<file path="config.mk">
export PLATFORM = sky130hd
export DESIGN_NAME = date_day_number_converter
export DESIGN_NICKNAME = d
export VERILOG_FILES = /design/src/rtl/ddnc_pkg.sv /design/src/rtl/ddnc_fwd.sv /design/src/rtl/ddnc_rev.sv /design/src/rtl/date_day_number_converter.sv
export SDC_FILE = /design/constraint.sdc
export NUM_CORES = 2
export LEC_CHECK = 0
export ABC_AREA = 1
export BUFFER_PORTS_ARGS = -buffer_cell sky130_fd_sc_hd__buf_4
export CORE_MARGIN = 2
export CORE_UTILIZATION = 50
export CTS_CLUSTER_SIZE = 30
export DETAILED_ROUTE_END_ITERATION = 6
export HOLD_SLACK_MARGIN = 0.03
export PLACE_DENSITY_LB_ADDON = 0.08
export SLEW_MARGIN = 20
export SYNTH_ARGS = -nofsm -noshare
export SYNTH_HDL_FRONTEND = slang
export SYNTH_HIERARCHICAL = 1
export SYNTH_SLANG_ARGS = --single-unit
</file>
<file path="constraint.sdc">
create_clock -name clk -period 5.2 [get_ports clk]
set_input_delay 0.26 -clock clk [delete_from_list [all_inputs] [get_ports clk]]
set_output_delay 0.26 -clock clk [all_outputs]
set_load 0.02 [all_outputs]
</file>
<file path="src/rtl/ddnc_pkg.sv">
// ----------------------------------------------------------------------------
// ddnc_pkg
// Types and constants shared by the date / day-count converter.
// ----------------------------------------------------------------------------
package ddnc_pkg;

  typedef enum logic [1:0] {
    ST_OK    = 2'd0,
    ST_YEAR  = 2'd1,
    ST_MONTH = 2'd2,
    ST_RANGE = 2'd3
  } status_t;

  typedef struct packed {
    logic        valid;
    logic [19:0] count;
    logic [11:0] year;
    logic [8:0]  doy;
    status_t     status;
  } result_t;

  localparam logic [11:0] FIRST_YEAR  = 12'd1973;
  localparam logic [20:0] EPOCH_COUNT = 21'd720624;
  localparam logic [20:0] LEAPS_1972  = 21'd478;
  // Day 1 of year 1 is count 367, since year 0 is counted as a leap year.
  localparam logic [19:0] YEAR1_BASE  = 20'd367;
  localparam logic [19:0] DAYS_400    = 20'd146097;
  localparam logic [17:0] DAYS_100    = 18'd36524;
  localparam logic [10:0] DAYS_4      = 11'd1461;
  localparam logic [10:0] DAYS_1      = 11'd365;
  // Reciprocals: x*5243>>19 is x/100 and x*5243>>21 is x/400 for 12-bit x;
  // x*45934>>26 is x/1461 for x below 36525.
  localparam logic [12:0] RECIP_100   = 13'd5243;
  localparam logic [15:0] RECIP_1461  = 16'd45934;

  function automatic logic [8:0] days_before(input logic [3:0] month);
    logic [8:0] d;
    case (month)
      4'd1:    d = 9'd0;
      4'd2:    d = 9'd31;
      4'd3:    d = 9'd59;
      4'd4:    d = 9'd90;
      4'd5:    d = 9'd120;
      4'd6:    d = 9'd151;
      4'd7:    d = 9'd181;
      4'd8:    d = 9'd212;
      4'd9:    d = 9'd243;
      4'd10:   d = 9'd273;
      4'd11:   d = 9'd304;
      4'd12:   d = 9'd334;
      default: d = 9'd0;
    endcase
    return d;
  endfunction

endpackage

</file>
<file path="src/rtl/ddnc_fwd.sv">
// ----------------------------------------------------------------------------
// ddnc_fwd
// Date to day count: three compute stages, then three delay stages so the
// latency matches the reverse path.
// ----------------------------------------------------------------------------
module ddnc_fwd #(
  parameter int YEAR_SPAN = 256
) (
  input  logic              clk,
  input  logic              rst_n,
  input  logic              valid_in,
  input  logic [11:0]       year_in,
  input  logic [3:0]        month_in,
  input  logic [4:0]        day_in,
  output ddnc_pkg::result_t res_out
);
  import ddnc_pkg::*;

  localparam logic [11:0] LAST_YEAR = 12'(1972 + YEAR_SPAN);

  // Stage 1
  logic        v1_r, err_yr1_r, err_mo1_r;
  logic [11:0] year1_r;
  logic [3:0]  month1_r;
  logic [4:0]  day1_r;
  logic [24:0] py1_r, pn1_r;
  // Stage 2
  logic        v2_r, err_yr2_r, err_mo2_r;
  logic [11:0] year2_r;
  logic [8:0]  doy2_r;
  logic [9:0]  lc2_r;
  logic [19:0] k365_2_r;
  // Stage 3 and delay line
  result_t     res3_r;
  result_t     dly_r [3];

  logic [11:0] n1;
  logic [11:0] n1b;
  logic [5:0]  qy100, qn100;
  logic [3:0]  qy400, qn400;
  logic        leap;
  logic [10:0] k;
  logic [8:0]  doy_nxt;
  logic [20:0] total;
  result_t     res3_nxt;

  assign n1 = year_in - 12'd1;

  always_ff @(posedge clk) begin
    if (!rst_n) begin
      v1_r <= 1'b0;
    end else begin
      v1_r <= valid_in;
    end
    err_yr1_r <= (year_in < FIRST_YEAR) || (year_in > LAST_YEAR);
    err_mo1_r <= (month_in == 4'd0) || (month_in > 4'd12);
    year1_r   <= year_in;
    month1_r  <= month_in;
    day1_r    <= day_in;
    py1_r     <= 25'(year_in * RECIP_100);
    pn1_r     <= 25'(n1 * RECIP_100);
  end

  always_comb begin
    qy100 = py1_r[24:19];
    qy400 = py1_r[24:21];
    qn100 = pn1_r[24:19];
    qn400 = pn1_r[24:21];
    n1b   = year1_r - 12'd1;
    leap  = (year1_r[1:0] == 2'b00) &&
            ((13'(year1_r) != 13'(qy100 * 7'd100)) ||
             (13'(year1_r) == 13'(qy400 * 9'd400)));
    doy_nxt = days_before(month1_r) + 9'(day1_r) +
              9'(leap && (month1_r > 4'd2));
    k = 11'(year1_r - FIRST_YEAR);
  end

  always_ff @(posedge clk) begin
    if (!rst_n) begin
      v2_r <= 1'b0;
    end else begin
      v2_r <= v1_r;
    end
    err_yr2_r <= err_yr1_r;
    err_mo2_r <= err_mo1_r;
    year2_r   <= year1_r;
    doy2_r    <= doy_nxt;
    // Leap years in 1..year-1.
    lc2_r     <= 10'(n1b[11:2]) - 10'(qn100) + 10'(qn400);
    k365_2_r  <= 20'(k * DAYS_1);
  end

  always_comb begin
    total = EPOCH_COUNT + 21'(k365_2_r) + 21'(lc2_r) - LEAPS_1972 + 21'(doy2_r);
    res3_nxt = '0;
    res3_nxt.valid = v2_r;
    if (err_yr2_r) begin
      res3_nxt.status = ST_YEAR;
    end else if (err_mo2_r) begin
      res3_nxt.status = ST_MONTH;
    end else if (total[20]) begin
      res3_nxt.status = ST_RANGE;
    end else begin
      res3_nxt.status = ST_OK;
      res3_nxt.count  = total[19:0];
      res3_nxt.year   = year2_r;
      res3_nxt.doy    = doy2_r;
    end
  end

  always_ff @(posedge clk) begin
    if (!rst_n) begin
      res3_r.valid <= 1'b0;
      for (int i = 0; i < 3; i++) dly_r[i].valid <= 1'b0;
    end else begin
      res3_r   <= res3_nxt;
      dly_r[0] <= res3_r;
      dly_r[1] <= dly_r[0];
      dly_r[2] <= dly_r[1];
    end
  end

  assign res_out = dly_r[2];

endmodule

</file>
<file path="src/rtl/ddnc_rev.sv">
// ----------------------------------------------------------------------------
// ddnc_rev
// Day count to year and day of year: the count is split into 400-, 100-,
// 4- and 1-year periods, each period size in a stage of its own.
// ----------------------------------------------------------------------------
module ddnc_rev #(
  parameter int YEAR_SPAN = 256
) (
  input  logic              clk,
  input  logic              rst_n,
  input  logic              valid_in,
  input  logic [19:0]       count_in,
  output ddnc_pkg::result_t res_out
);
  import ddnc_pkg::*;

  localparam logic [11:0] LAST_YEAR = 12'(1972 + YEAR_SPAN);

  logic [4:0]  v_r;
  logic [4:0]  err_r;
  logic [19:0] cnt_r [5];
  logic [19:0] d1_r;
  logic [2:0]  q400_r [5];
  logic [17:0] r1_r;
  logic [1:0]  q100_r [3];
  logic [15:0] r2_r;
  logic [15:0] r2b_r;
  logic [31:0] p4_r;
  logic [4:0]  q4_r;
  logic [10:0] r3_r;
  result_t     res_r;

  logic [2:0]  q400_nxt;
  logic [1:0]  q100_nxt, q1;
  logic [17:0] r2_full;
  logic [4:0]  q4;
  logic [11:0] year_nxt;
  logic [8:0]  doy_nxt;
  result_t     res_nxt;

  always_comb begin
    q400_nxt = '0;
    for (int i = 1; i < 8; i++) begin
      q400_nxt = q400_nxt + 3'((count_in - YEAR1_BASE) >= 20'(i * DAYS_400));
    end
    q100_nxt = '0;
    for (int i = 1; i < 4; i++) begin
      q100_nxt = q100_nxt + 2'(r1_r >= 18'(i * DAYS_100));
    end
    r2_full = r1_r - 18'(q100_nxt * DAYS_100);
    q4 = p4_r[30:26];
    q1 = 2'(r3_r >= DAYS_1) + 2'(r3_r >= 11'(2 * DAYS_1)) + 2'(r3_r >= 11'(3 * DAYS_1));
    doy_nxt  = 9'(r3_r - 11'(q1 * DAYS_1)) + 9'd1;
    year_nxt = 12'd1 + 12'(q400_r[4] * 9'd400) + 12'(q100_r[2] * 7'd100) +
               12'({q4_r, 2'b00}) + 12'(q1);
    res_nxt = '0;
    res_nxt.valid = v_r[4];
    if (err_r[4] || (year_nxt > LAST_YEAR)) begin
      res_nxt.status = ST_RANGE;
    end else begin
      res_nxt.status = ST_OK;
      res_nxt.count  = cnt_r[4];
      res_nxt.year   = year_nxt;
      res_nxt.doy    = doy_nxt;
    end
  end

  always_ff @(posedge clk) begin
    if (!rst_n) begin
      v_r <= '0;
      res_r.valid <= 1'b0;
    end else begin
      v_r   <= {v_r[3:0], valid_in};
      res_r <= res_nxt;
    end
    err_r     <= {err_r[3:0], (count_in <= EPOCH_COUNT[19:0])};
    // Stage 1: days since the first day of year 1 and the 400-year period.
    d1_r      <= count_in - YEAR1_BASE;
    cnt_r[0]  <= count_in;
    q400_r[0] <= q400_nxt;
    // Stage 2: remainder within the 400-year period.
    r1_r      <= 18'(d1_r - 20'(q400_r[0] * DAYS_400));
    // Stage 3: century, capped at three.
    q100_r[0] <= q100_nxt;
    r2_r      <= r2_full[15:0];
    // Stage 4: reciprocal product for the 4-year period.
    p4_r      <= r2_r * RECIP_1461;
    r2b_r     <= r2_r;
    // Stage 5: remainder within the 4-year period.
    q4_r      <= q4;
    r3_r      <= 11'(r2b_r - 16'(q4 * DAYS_4));
    for (int i = 1; i < 5; i++) begin
      cnt_r[i]  <= cnt_r[i-1];
      q400_r[i] <= q400_r[i-1];
    end
    q100_r[1] <= q100_r[0];
    q100_r[2] <= q100_r[1];
  end

  assign res_out = res_r;

endmodule

</file>
<file path="src/rtl/date_day_number_converter.sv">
// ----------------------------------------------------------------------------
// date_day_number_converter
// Gregorian date to day count and day count to year / day of year.
// ----------------------------------------------------------------------------
// The latency from start to out_valid is the same for both directions.
// Throughput: one word per cycle; busy is always low and the pipeline has
// no stall, so the receiver takes each result in the cycle it appears.
// Reset: synchronous, active low; it clears the valid bits of every stage.
module date_day_number_converter #(
  parameter int YEAR_SPAN = 256
) (
  input  logic        clk,
  input  logic        rst_n,
  input  logic        start,
  output logic        busy,
  input  logic        in_req_type,
  input  logic [11:0] in_year_in,
  input  logic [3:0]  in_month_in,
  input  logic [4:0]  in_day_in,
  input  logic [19:0] in_day_count_in,
  output logic        out_valid,
  output logic [19:0] out_day_count_out,
  output logic [11:0] out_year_out,
  output logic [8:0]  out_day_of_year_out,
  output logic [1:0]  out_status
);
  import ddnc_pkg::*;

  result_t fwd_res, rev_res, sel;
  result_t out_r;

  assign busy = 1'b0;

  ddnc_fwd #(.YEAR_SPAN(YEAR_SPAN)) u_fwd (
    .clk      (clk),
    .rst_n    (rst_n),
    .valid_in (start && !in_req_type),
    .year_in  (in_year_in),
    .month_in (in_month_in),
    .day_in   (in_day_in),
    .res_out  (fwd_res)
  );

  ddnc_rev #(.YEAR_SPAN(YEAR_SPAN)) u_rev (
    .clk      (clk),
    .rst_n    (rst_n),
    .valid_in (start && in_req_type),
    .count_in (in_day_count_in),
    .res_out  (rev_res)
  );

  // Both paths have the same latency, so at most one presents a word.
  assign sel = rev_res.valid ? rev_res : fwd_res;

  always_ff @(posedge clk) begin
    if (!rst_n) begin
      out_r.valid <= 1'b0;
    end else begin
      out_r <= sel;
    end
  end

  assign out_valid           = out_r.valid;
  assign out_day_count_out   = out_r.count;
  assign out_year_out        = out_r.year;
  assign out_day_of_year_out = out_r.doy;
  assign out_status          = out_r.status;

endmodule

</file>
==> results by group <==
Synth
  – Seq/Total Area, Yosys: 35.5%
  – Post-synth top area cell: edfxtp_1
  – Share of the synthesized area in the top cell type: 19.4%
  – Number of synthesized flops with an enable pin: between 200 and 300
  – Top-count cell post-synth: inv_1
  – Syn Area/Cell: 9.14 um^2
  – Gate Count Post-Synth: ~4300
  – Synth Net Count: around 5200
  – Largest family of logic cells by synthesized area: adder cells
  – Simple-gate share of the synthesized area: 15.1%
  – Adder-Cell Fraction of Synth Area: between 30% and 40%
  – Xor-xnor portion of the synthesized cell area: ~3.3%
  – Commonest cells in the netlist: inv_1 (976), nand2_1 (837), ha_1 (533)
  – Netlist Area Pre-Place: between 0.03 and 0.04 mm^2
  – Main flop type after synthesis: dfxtp_1
  – Complex-gate fraction of the synthesized area: 4.82%
  – Async S/R FF share, synth: 0%
  – Portion of netlist area occupied by mux cells: 0%
  – Syn. warnings: 6
  – Synth top area cells: edfxtp_1 (19%), ha_1 (17%), dfxtp_1 (16%)
  – Flops & latches, synth: 577
  – Post-synth cell types: 55

Critical path
  – Worst setup SP type: register
  – Crit path DAT: 5.52 ns
  – Max stage delay on crit path: roughly 0.57 ns
  – Crit-path cells: inv_2 > fa_1 > fa_1 > fa_1 > fa_1 > inv_1 > fa_1 > inv_1 > fa_1 > inv_1 > ha_4 > nand2_1 > buf_4 > o21a_1 > o211ai_1 > buf_4 > nand4_1 > nand2_1 > xor2_1
  – Setup CP Type: register to register
  – Reg2reg path depth: 19
  – Cell mode on critical path: fa_1
  – Worst path top cell family by delay: adder cells
  – Crit path depth: 19
  – Element type at the critical path end: register
  – Crit path buffers/inverters: 6
  – CP max-delay cell: fa_1
  – WP data required: roughly 5.8 ns
  – Max FO, Critical Path: 3

Cells and area
  – Nets@finish: 5433
  – Share of cells above drive strength 1: a little under a tenth
  – Final Cell Area: 0.0450 mm^2
  – FILL cells: 7119
  – # diodes: 0
  – Synth-to-layout area growth: 13.3%

Detailed routing
  – Post-route ant nets: 0
  – Via/cell ratio: 4.75
  – Vias: ~27000
  – DR pass1 iterations: 5
  – First DRT Iteration DRCs: 1185
  – Post-Route WL: 82500 um
  – DRC viols: 0
  – Routed WL per cell: 14.5 um

Die
  – Chip Height: 286 um
  – Die W: ~290 um
  – Io pins: 90
  – Row Count: around 100
  – DIE AREA: approximately 0.08 mm^2
  – Total core area: between 0.07 and 0.08 mm^2
  – Starting Density: around half

Global routing
  – Number of global-route vias before repair: 27800
  – Initial antenna violation count: 1
  – Total gr overflow: 0
  – GRT Total Usage: 20.9%
  – First-pass GRT wire length: 138000 um
  – Met1 usage: 27.5%
  – GR peak layer: met2
  – M3 GR Usage: 2.24%
  – Pin count of the biggest net entering global routing: 153
  – Met2 usage: 36.3%

Clock tree
  – H-tree Lvls: 3
  – Clk_lat worst skew: 0.62 ns
  – CTS tree: done
  – Clock Sinks: 577
  – Worst-path clk slew: 0.06 ns
  – Max Root-Sink Buffers: 3
  – Root buffer cell: clkbuf_16
  – Inserted Clock Buffers: 67

Hold path
  – Worst min-delay path class: primary input to register
  – WHS Path Cells: 3

Run
  – Max_cap viols: 0

Timing
  – Final Critical Period: between 4 and 5 ns
  – Final setup violating endpoints: 0
  – Worst-Margin Slew: about 0.77 ns
  – Final period util: 95.3%
  – Clock skew: 0.0486 ns
  – Final hold vios: 0
  – Fmax: around 200 MHz
  – Worst rel slew slack: 48.7%
  – Max-slew violations: 0

Run status
  – Outcome: completed

Place
  – Detailed placer's ending HPWL: 66200 um
  – GPL Wtd Cong: around 0.9
  – Port Buffer Count: 88
  – Area post-placement: 0.0421 mm^2
[path summary, 6_finish.rpt]
path,endpoint,start,slack (ns)
worst max register to register,u_rev/p4_r[26]$_DFF_P_,u_rev/r2_r[10]$_DFF_P_,0.24
worst min register to register,u_rev/cnt_r[2][12]$_DFF_P_,u_rev/cnt_r[1][12]$_DFF_P_,0.32
worst max-delay path,u_rev/p4_r[26]$_DFF_P_,u_rev/r2_r[10]$_DFF_P_,0.24
worst min-delay path,u_fwd/dly_r[0][131]$_SDFF_PN0_,rst_n,0.07
[worst min-delay path, stage by stage]
cell and delay, ns:
buf_8 0.21, nand2_1 0.12, inv_1 0.03
[through the flow]
step,setup slack (ns),instances,TNS [ns],utilization (%),hold WS (ns)
after floorplan,0.0316,4347,0,-,0.288
after global placement,-0.323,5522,-1.38,53.4,0.310
after detailed placement,-0.382,5522,-1.67,53.4,0.312
after CTS,0.0621,5687,0,56.9,0.0946
after global routing,-0.00801,5689,-0.0155,57.1,0.126
final,0.242,5689,0,57.1,0.0707
[layout by cell type (no fill, tap or decap), types with 10 or more instances in the layout]
master,n
nand2_1,835
nand3_1,167
nor2_2,41
dfxtp_1,313
o21bai_1,12
clkbuf_1,13
a21o_1,16
nor2_1,231
nand2_2,16
nand4_1,56
fa_1,270
o211ai_1,10
nor2_4,14
buf_4,213
o21ai_0,88
ha_1,527
clkbuf_16,69
a21oi_1,155
nor3_1,20
inv_1,969
xor2_1,90
xnor2_1,60
edfxtp_1,257
dlygate4sd3_1,42
[metal layers]
layer | vias to the layer above | routed length [um] | share of wire [%]
met3 | 111 | 2450 | 3.0
met5 | - | 0 | 0
met2 | 370 | 39800 | 48
li1 | 14100 | - | -
met4 | 0 | 1930 | 2.3
met1 | 12500 | 38300 | 46
[timing repair]
action                                  4_1_cts  5_1_grt
endpoints found under the setup margin        0       17
buffers inserted                              0        2
resized for setup                             0       40
endpoints found under the hold margin        57        0
hold buffers                                 42        0
[final cells by class]
class	instances	area (um^2)	area share (%)
clock inverter	32	475	1.06
clock buffer	91	1900	4.22
inverter	978	3680	8.18
multi-input combinational	2703	21500	47.6
tap	1050	1310	2.92
sequential	577	14100	31.4
timing repair buffer	258	2070	4.61
[cells by family (layout without fill, tap and decap cells)]
kind of cell             count (synthesis)  in the layout
XOR/XNOR                               152            152
AND/OR/NAND/NOR                       1407           1407
buffers and inverters                 1067           1359
adder cells (fa/ha/maj)                803            803
other                                    1              1
flip-flops                             577            577
AO/OA/AOI/OAI                          340            340
[sequential cells by signal (all words and copies together) (netlist names), 7 cells and up, named ones only]
signal and cells:
u_fwd/dly_r 132, u_rev/cnt_r 100, u_fwd/res3_r 44, u_rev/res_out 43, out_day_count_out 20, u_fwd/k365_2_r 20, u_rev/d1_r 18, u_rev/r1_r 18
u_rev/r2_r 16, u_rev/q400_r 15, out_year_out 12, u_fwd/year2_r 12, u_fwd/year1_r 11, u_rev/r2b_r 11, u_rev/r3_r 11, u_fwd/lc2_r 10
out_day_of_year_out 9, u_fwd/doy2_r 9, u_fwd/py1_r 7
Power is left out: the tool's default activity adds up to more than one toggle a clock period on the data nets, which glitch-free logic cannot reach.
